`config.mk`:
```
export PLATFORM = sky130hd
export DESIGN_NAME = nth_pattern_match_stream
export DESIGN_NICKNAME = d
export VERILOG_FILES = /design/src/hdl/npms_pkg.sv /design/src/hdl/npms_window.sv /design/src/hdl/nth_pattern_match_stream.sv
export SDC_FILE = /design/constraint.sdc
export NUM_CORES = 1
export LEC_CHECK = 0
export BUFFER_PORTS_ARGS = -buffer_cell sky130_fd_sc_hd__buf_2
export CAP_MARGIN = 20
export CORE_MARGIN = 10
export CORE_UTILIZATION = 61
export DETAILED_ROUTE_END_ITERATION = 8
export GPL_ROUTABILITY_DRIVEN = 0
export PLACE_DENSITY = 0.81
export SKIP_LAST_GASP = 1
export SLEW_MARGIN = 15
export SYNTH_ARGS = -nofsm -noshare
export SYNTH_HDL_FRONTEND = slang
export SYNTH_SLANG_ARGS = --single-unit
```
`constraint.sdc`:
```
create_clock -name clock -period 9.4 [get_ports clock]
set_clock_uncertainty 0.2 [all_clocks]
set_input_delay 1.88 -clock clock [delete_from_list [all_inputs] [get_ports clock]]
set_output_delay 1.88 -clock clock [all_outputs]
set_load 0.01 [all_outputs]
```
`src/hdl/npms_pkg.sv`:
```
// Shared types and constants for the nth pattern match stream block.
package npms_pkg;

   // Fixed geometry of the configuration registers.
   localparam int TAG_WORD_BITS  = 64;
   localparam int PATTERN_BYTES  = 8;
   localparam int TAG_LEN_BITS   = 4;
   localparam int OCCUR_BITS     = 8;
   localparam int POS_BITS       = 16;
   localparam int CSR_INDEX_BITS = 2;
   localparam int CSR_DATA_BITS  = 64;

   // Register indexes on the csr port.
   localparam logic [CSR_INDEX_BITS-1:0] CSR_TAG_BYTES    = 2'd0;
   localparam logic [CSR_INDEX_BITS-1:0] CSR_TAG_LENGTH   = 2'd1;
   localparam logic [CSR_INDEX_BITS-1:0] CSR_OCCURRENCE   = 2'd2;
   localparam logic [CSR_INDEX_BITS-1:0] CSR_REQUIRE_ROOM = 2'd3;

   typedef struct packed {
      logic [7:0] data_byte;
      logic       last;
   } req_payload_type;

   typedef struct packed {
      logic                  found;
      logic [POS_BITS-1:0]   match_start;
      logic [POS_BITS-1:0]   last_end;
      logic [OCCUR_BITS-1:0] matches_counted;
   } rsp_payload_type;

   // Window control from the top level to the compare unit.
   typedef struct packed {
      logic advance;
      logic clear;
   } window_ctrl_type;

endpackage

```
`src/hdl/npms_window.sv`:
```
// Byte window shift register and tag compare for the pattern match stream.
module npms_window
   import npms_pkg::*;
#(
   parameter int TAG_MAX  = 8,
   parameter int LEN_BITS = $clog2(TAG_MAX + 1)
) (
   input  logic                     clock,
   input  logic                     reset,
   input  window_ctrl_type          ctrl,
   input  logic [7:0]               data_byte,
   input  logic [TAG_WORD_BITS-1:0] tag_bytes,
   input  logic [LEN_BITS-1:0]      tag_len,
   output logic                     hit
);

   logic [7:0]          window_ff [TAG_MAX];
   logic [7:0]          window_in [TAG_MAX];
   logic [LEN_BITS-1:0] fill_ff;
   logic [LEN_BITS-1:0] fill_in;
   logic [7:0]          pattern [PATTERN_BYTES];

   always_comb begin
      for (int k = 0; k < PATTERN_BYTES; k++) begin
         pattern[k] = tag_bytes[8*k +: 8];
      end
   end

   // Window as it looks with the incoming byte shifted in (entry 0 newest).
   always_comb begin
      window_in[0] = data_byte;
      for (int k = 1; k < TAG_MAX; k++) begin
         window_in[k] = window_ff[k-1];
      end
      fill_in = (fill_ff < LEN_BITS'(TAG_MAX)) ? fill_ff + 1'b1 : fill_ff;
   end

   // Oldest of the last tag_len bytes lines up with pattern byte zero.
   always_comb begin
      int       p;
      logic [7:0] pbyte;
      hit = (fill_in >= tag_len);
      for (int j = 0; j < TAG_MAX; j++) begin
         p     = int'(tag_len) - 1 - j;
         pbyte = 8'h00;
         if (p >= 0 && p < PATTERN_BYTES) begin
            pbyte = pattern[p[2:0]];
         end
         if (LEN_BITS'(j) < tag_len && window_in[j] != pbyte) begin
            hit = 1'b0;
         end
      end
   end

   always_ff @(posedge clock) begin
      if (reset || (ctrl.advance && ctrl.clear)) begin
         fill_ff <= '0;
         for (int k = 0; k < TAG_MAX; k++) begin
            window_ff[k] <= 8'h00;
         end
      end else if (ctrl.advance) begin
         fill_ff <= fill_in;
         for (int k = 0; k < TAG_MAX; k++) begin
            window_ff[k] <= window_in[k];
         end
      end
   end

endmodule

```
`src/hdl/nth_pattern_match_stream.sv`:
```
// Top level of the nth pattern match stream: input stage, match tracking, result register.
//
//   channel | direction | handshake             | payload
//   --------+-----------+-----------------------+----------------------------------------
//   req     | in        | req_valid / req_stall | data_byte, last
//   rsp     | out       | rsp_valid / rsp_stall | found, match_start, last_end, matches_counted
//   csr     | in        | csr_valid / csr_ready | csr_index, csr_data (always ready)
//
// One item per cycle sustained while no last item is held back. An item waits
// in the input register, is matched against the window there, and the last
// item of a buffer writes the result register when it leaves the input register.
// The input register only holds back when a last item meets a result that
// is still stalled on rsp; ordinary bytes keep flowing under a rsp stall.
// Synchronous active-high reset clears stream state and loads the register
// defaults: tag length 1, occurrence 1, room rule on, tag bytes zero.
module nth_pattern_match_stream
   import npms_pkg::*;
#(
   parameter int TAG_MAX    = 8,
   parameter int INDEX_BITS = 16
) (
   input  logic                      clock,
   input  logic                      reset,
   input  logic                      req_valid,
   output logic                      req_stall,
   input  req_payload_type           req_payload,
   output logic                      rsp_valid,
   input  logic                      rsp_stall,
   output rsp_payload_type           rsp_payload,
   input  logic                      csr_valid,
   output logic                      csr_ready,
   input  logic [CSR_INDEX_BITS-1:0] csr_index,
   input  logic [CSR_DATA_BITS-1:0]  csr_data
);

   localparam int LEN_BITS = $clog2(TAG_MAX + 1);

   // Configuration registers
   logic [TAG_WORD_BITS-1:0] tag_bytes_ff;
   logic [TAG_LEN_BITS-1:0]  tag_length_ff;
   logic [OCCUR_BITS-1:0]    occurrence_ff;
   logic                     require_room_ff;

   // Input register
   logic       in_valid_ff;
   logic       in_valid_in;
   logic [7:0] in_byte_ff;
   logic       in_last_ff;

   // Stream state
   logic [INDEX_BITS-1:0] byte_index_ff, byte_index_in;
   logic [INDEX_BITS-1:0] next_allowed_ff, next_allowed_in;
   logic [INDEX_BITS-1:0] prev_end_ff, prev_end_in;
   logic [INDEX_BITS-1:0] nth_start_ff, nth_start_in;
   logic [OCCUR_BITS-1:0] match_count_ff, match_count_in;

   // Result register
   logic            rsp_valid_ff, rsp_valid_in;
   rsp_payload_type rsp_payload_ff, rsp_payload_in;

   logic                  consume;
   logic                  req_accept;
   logic                  rsp_load;
   logic                  hit;
   logic                  take;
   logic                  allowed;
   logic [LEN_BITS-1:0]   eff_len;
   logic [INDEX_BITS-1:0] start_pos;
   logic [INDEX_BITS-1:0] end_pos;
   window_ctrl_type       win_ctrl;

   assign csr_ready = 1'b1;

   always_ff @(posedge clock) begin
      if (reset) begin
         tag_bytes_ff    <= '0;
         tag_length_ff   <= TAG_LEN_BITS'(1);
         occurrence_ff   <= OCCUR_BITS'(1);
         require_room_ff <= 1'b1;
      end else if (csr_valid && csr_ready) begin
         case (csr_index)
            CSR_TAG_BYTES:    tag_bytes_ff    <= csr_data;
            CSR_TAG_LENGTH:   tag_length_ff   <= csr_data[TAG_LEN_BITS-1:0];
            CSR_OCCURRENCE:   occurrence_ff   <= csr_data[OCCUR_BITS-1:0];
            CSR_REQUIRE_ROOM: require_room_ff <= csr_data[0];
            default: ;
         endcase
      end
   end

   // Zero length acts as one, anything beyond the window as the window size.
   always_comb begin
      if (tag_length_ff == '0) begin
         eff_len = LEN_BITS'(1);
      end else if (32'(tag_length_ff) > 32'(TAG_MAX)) begin
         eff_len = LEN_BITS'(TAG_MAX);
      end else begin
         eff_len = LEN_BITS'(tag_length_ff);
      end
   end

   // A last item needs the result slot free (or freeing this cycle).
   assign consume     = in_valid_ff && (!in_last_ff || !rsp_valid_ff || !rsp_stall);
   assign req_stall   = in_valid_ff && !consume;
   assign req_accept  = req_valid && !req_stall;
   assign in_valid_in = req_accept || (in_valid_ff && !consume);
   assign rsp_load    = consume && in_last_ff;

   always_ff @(posedge clock) begin
      if (reset) begin
         in_valid_ff <= 1'b0;
      end else begin
         in_valid_ff <= in_valid_in;
      end
   end

   always_ff @(posedge clock) begin
      if (req_accept) begin
         in_byte_ff <= req_payload.data_byte;
         in_last_ff <= req_payload.last;
      end
   end

   assign win_ctrl.advance = consume;
   assign win_ctrl.clear   = in_last_ff;

   npms_window #(
      .TAG_MAX  (TAG_MAX),
      .LEN_BITS (LEN_BITS)
   ) u_window (
      .clock     (clock),
      .reset     (reset),
      .ctrl      (win_ctrl),
      .data_byte (in_byte_ff),
      .tag_bytes (tag_bytes_ff),
      .tag_len   (eff_len),
      .hit       (hit)
   );

   // Match bookkeeping: start of the candidate, room rule, counting.
   always_comb begin
      start_pos = byte_index_ff - INDEX_BITS'(eff_len - 1'b1);
      end_pos   = byte_index_ff + 1'b1;
      allowed   = (start_pos >= next_allowed_ff) &&
                  !(require_room_ff && in_last_ff && start_pos == next_allowed_ff);
      take      = hit && (match_count_ff < occurrence_ff) && allowed;

      match_count_in  = match_count_ff;
      prev_end_in     = prev_end_ff;
      next_allowed_in = next_allowed_ff;
      nth_start_in    = nth_start_ff;
      if (take) begin
         match_count_in  = match_count_ff + 1'b1;
         prev_end_in     = end_pos;
         next_allowed_in = end_pos;
         if (match_count_in == occurrence_ff) begin
            nth_start_in = start_pos;
         end
      end
      byte_index_in = end_pos;

      // end_pos doubles as the buffer length on the last item
      if (occurrence_ff == '0) begin
         rsp_payload_in.found       = 1'b1;
         rsp_payload_in.match_start = '0;
         rsp_payload_in.last_end    = '0;
      end else begin
         rsp_payload_in.found       = (match_count_in == occurrence_ff);
         rsp_payload_in.match_start = rsp_payload_in.found ? POS_BITS'(nth_start_in)
                                                           : POS_BITS'(end_pos);
         rsp_payload_in.last_end    = (match_count_in != '0) ? POS_BITS'(prev_end_in)
                                                             : POS_BITS'(end_pos);
      end
      rsp_payload_in.matches_counted = match_count_in;
   end

   always_ff @(posedge clock) begin
      if (reset || (consume && in_last_ff)) begin
         byte_index_ff   <= '0;
         next_allowed_ff <= '0;
         prev_end_ff     <= '0;
         match_count_ff  <= '0;
         nth_start_ff    <= '0;
      end else if (consume) begin
         byte_index_ff   <= byte_index_in;
         next_allowed_ff <= next_allowed_in;
         prev_end_ff     <= prev_end_in;
         match_count_ff  <= match_count_in;
         nth_start_ff    <= nth_start_in;
      end
   end

   assign rsp_valid_in = rsp_load || (rsp_valid_ff && rsp_stall);

   always_ff @(posedge clock) begin
      if (reset) begin
         rsp_valid_ff <= 1'b0;
      end else begin
         rsp_valid_ff <= rsp_valid_in;
      end
   end

   always_ff @(posedge clock) begin
      if (rsp_load) begin
         rsp_payload_ff <= rsp_payload_in;
      end
   end

   assign rsp_valid   = rsp_valid_ff;
   assign rsp_payload = rsp_payload_ff;

   // A buffered item is never dropped without being consumed.
   a_in_hold : assert property (@(posedge clock) disable iff (reset)
      in_valid_ff && !consume |=> in_valid_ff)
      else $error("input item lost");

   // Ordinary bytes step the index by one.
   a_index_step : assert property (@(posedge clock) disable iff (reset)
      consume && !in_last_ff |=> byte_index_ff == $past(byte_index_ff) + 1'b1)
      else $error("byte index did not advance");

   // The end of a buffer leaves the stream state cleared.
   a_clear_after_last : assert property (@(posedge clock) disable iff (reset)
      consume && in_last_ff |=> byte_index_ff == '0 && match_count_ff == '0)
      else $error("stream state not cleared");

   // Match ends only move when a match has been counted.
   a_no_end_without_match : assert property (@(posedge clock) disable iff (reset)
      match_count_ff == '0 |-> prev_end_ff == '0 && next_allowed_ff == '0)
      else $error("match end set without a counted match");

   // A held result is not overwritten.
   a_rsp_no_overwrite : assert property (@(posedge clock) disable iff (reset)
      rsp_valid_ff && rsp_stall |-> !rsp_load)
      else $error("pending result overwritten");

endmodule
```
==> results.json <==
{
  "holdPathStages": 2,
  "min_to": "nth_start_ff[8]",
  "vias_per_cell": 6.620,
  "worst_pin_slew_ns": 1.215,
  "netlist_instances": 1761,
  "synth_edf_count": 106,
  "relSlewSlack_pct": 18.23,
  "n_fill_cell": 2069,
  "h-tree-depth": 1,
  "hold_viol_final": 0,
  "dp_hpwl_um": 36200,
  "reg2reg_slack_ns": 1.18,
  "grt_pass1_vias": 13950,
  "tns_ns": 0,
  "setup_viol": 0,
  "finalMaxSlewViolations": 0,
  "grt_max_degree": 83,
  "critPathMaxStageDelay_ns": 0.76,
  "fp.dieW_um": 184.3,
  "grt_setup_unrepaired": "false",
  "critPathCaptureType": "register",
  "drive_above_1_share_pct": 14.52,
  "post_cts.repair.setup_buffers": 0,
  "antenna_found_initial": 0,
  "period_share_pct": 87.41,
  "p_seq_share_pct": 45.1,
  "power_frac_comb_pct": 13.7,
  "power_switching_uw": 760.3,
  "power_density_mw_per_mm2": 152.4,
  "drtIter0Drc": 1991,
  "synth_area_mm2": 0.01646,
  "syn_avg_cell_area_um2": 9.349,
  "cts_hold_buf": 0,
  "ant_nets": 0,
  "syn2layout_area_growth_pct": 11.65,
  "cts_made_buffers": 28,
  "p_sw_share_pct": 27.13,
  "ys_async_sr_fraction_pct": 0,
  "min_period_ns": 8.216,
  "status": "finished clean",
  "die_y_um": 184.3,
  "required_ns": 9.50,
  "arrival_ns": 8.31,
  "max_freq_mhz": 121.7,
  "io_pins": 124,
  "crit_type": "register to register",
  "synth.area.top_cells": "edfxtp_1 (19%), dfxtp_1 (19%), ha_1 (6.5%)",
  "initial_utilization_pct": 61.60,
  "slowest_stage": "dfxtp_1",
  "io_buffers": 122,
  "wire_per_inst_um": 22.03,
  "reg2reg_to": "rsp_payload[25]",
  "grtUsageTotal_pct": 28.19,
  "clkTransAtPathRegs_ns": 0.07,
  "r2r-start": "tag_length_ff[0]",
  "cap_violations": 0,
  "detailedRoute.firstPassIterationCount": 6,
  "yosysWarnings": 0,
  "clock_sinks": 261,
  "yosysSeqAreaShare_pct": 38.18,
  "min_path_type": "register to register",
  "diodes": 0,
  "startpoint_type": "register",
  "fin_nets": 2046,
  "min-delay-start": "nth_start_ff[8]",
  "ff2ff_path_depth": 29,
  "p_clk_share_pct": 41.2,
  "cts.path.max_buffers": 3,
  "grt_pass1_wl_um": 76310,
  "p_int_uw": 2042,
  "dieArea_mm2": 0.03396,
  "whs_ns": 0.2656,
  "synth.ff_latch_count": 261,
  "synth_top_cell_by_area": "edfxtp_1",
  "ys.flop_type": "dfxtp_1",
  "tritoncts": "built",
  "p_leak_uw": 0.007189,
  "post_synth_num_cell_types": 88,
  "cts-resized-gates": 0,
  "ir_worst_vdd_v": 0.0001357,
  "postRouteWirelength_um": 49400,
  "drc": 0,
  "via_count": 14840,
  "yosysTopAreaCellShare_pct": 19.33,
  "root_buffer": "clkbuf_16",
  "grt-ovfl-total": 0,
  "clock_latency_ns": 0.58,
  "rows": 60,
  "core_area_mm2": 0.02673,
  "path_max_fanout": 30
}
## cells in the mapped netlist, types with 22 or more instances
cell type / instances
a21oi_1: 171
o21ai_0: 77
nand3_1: 39
edfxtp_1: 106
inv_1: 67
o21a_1: 33
xnor2_1: 56
mux2i_1: 75
xor2_1: 31
clkbuf_1: 66
nor2_1: 90
ha_1: 86
mux4_2: 45
nand2_1: 242
a211oi_1: 22
and3_1: 55
dfxtp_1: 155
## sequential cells by signal, summed over array words and instances (netlist names)
| register | cells |
|---|---|
| prev_end_ff | 16 |
| tag_length_ff | 4 |
| match_count_ff | 8 |
| next_allowed_ff | 16 |
| in_last_ff | 1 |
| tag_bytes_ff | 64 |
| require_room_ff | 1 |
| rsp_payload | 41 |
| in_byte_ff | 8 |
| occurrence_ff | 8 |
| u_window.fill_ff | 4 |
| in_valid_ff | 1 |
| byte_index_ff | 16 |
| u_window.window_ff | 56 |
| nth_start_ff | 16 |
| rsp_valid | 1 |
## layer usage
layer	GRT usage (%)	vias to the layer above	part of all wire [%]
met5	0	-	0
li1	-	6666	-
met4	14.19	0	5.4
met3	6.517	208	12
met1	37.92	7013	40
met2	41.68	954	42
## area by class of cell
class,count,area [um^2],share of cell area [%]
Clock buffer,38,789.5,4.295
Clock inverter,14,182.7,0.9938
Inverter,73,276.5,1.504
Multi-Input combinational cell,1369,9622,52.34
Sequential cell,261,6286,34.20
Tap cell,341,426.7,2.321
Timing Repair Buffer,146,798.3,4.343
## kinds of logic after synthesis
logic type,after synthesis,synth area share (%)
xor gates and xnor gates,87,4.628
and+or+nand+nor,585,17.71
buffers and inverters,170,4.431
adders and majority gates,87,6.658
AOI/OAI and AO/OA,444,17.24
muxes,126,11.13
other,1,0.02278
DFF,261,38.18
## how the worst max path moves through the flow
stage,cells after the start,end,startpoint
floorplan,33,rsp_payload[27],tag_length_ff[1]
global placement,29,rsp_payload[9],tag_length_ff[0]
detailed placement,29,rsp_payload[9],tag_length_ff[0]
CTS,29,rsp_payload[9],tag_length_ff[0]
global route,29,rsp_payload[25],tag_length_ff[0]
finish,29,rsp_payload[25],tag_length_ff[0]
## power groups by stage
stage / sequential [uW] / clock (uW) / combinational [uW]
6_report: 1260 / 1150 / 385
5_1_grt: 1270 / 1210 / 418
4_1_cts: 1260 / 1160 / 374
3_5_place_dp: 1280 / 0 / 371
3_3_place_gp: 1280 / 0 / 358
2_1_floorplan: 1260 / 0 / 269
## cell usage in the layout (no fill, tap or decap), drive strengths merged, types with 56 or more instances in the layout
cell / netlist / routed
a21oi: 171 / 171
buf: 31 / 146
dfxtp: 155 / 155
edfxtp: 106 / 106
ha: 86 / 86
inv: 71 / 73
mux2i: 75 / 75
nand2: 242 / 242
nor2: 93 / 93
o21ai: 80 / 80
xnor2: 56 / 56
## critical path, delay by kind of cell (launching register included)
kind | cells | cell delay, ns
AO/OA/AOI/OAI | 14 | 3.51
XOR/XNOR | 1 | 0.26
adder cells (fa/ha/maj) | 3 | 0.95
buffers and inverters | 2 | 0.36
flip-flops | 1 | 0.76
AND/OR/NAND/NOR | 9 | 1.90
## stage by stage
| stage | power, uW | utilization, % | cells | worst slack (ns) | cell area [um^2] |
|---|---|---|---|---|---|
| 6_report | 2802 | 68.78 | 2242 | 1.184 | 18380 |
| 5_1_grt | 2893 | 68.78 | 2242 | 0.6322 | 18380 |
| 4_1_cts | 2794 | 68.67 | 2240 | 1.165 | 18350 |
| 3_5_place_dp | 1654 | 65.03 | 2188 | 1.185 | 17380 |
| 3_3_place_gp | 1640 | 65.03 | 2188 | 1.622 | 17380 |
| 2_1_floorplan | 1534 | - | 1800 | 2.303 | 16610 |
No activity file was read; power rests on OpenSTA's default activity.
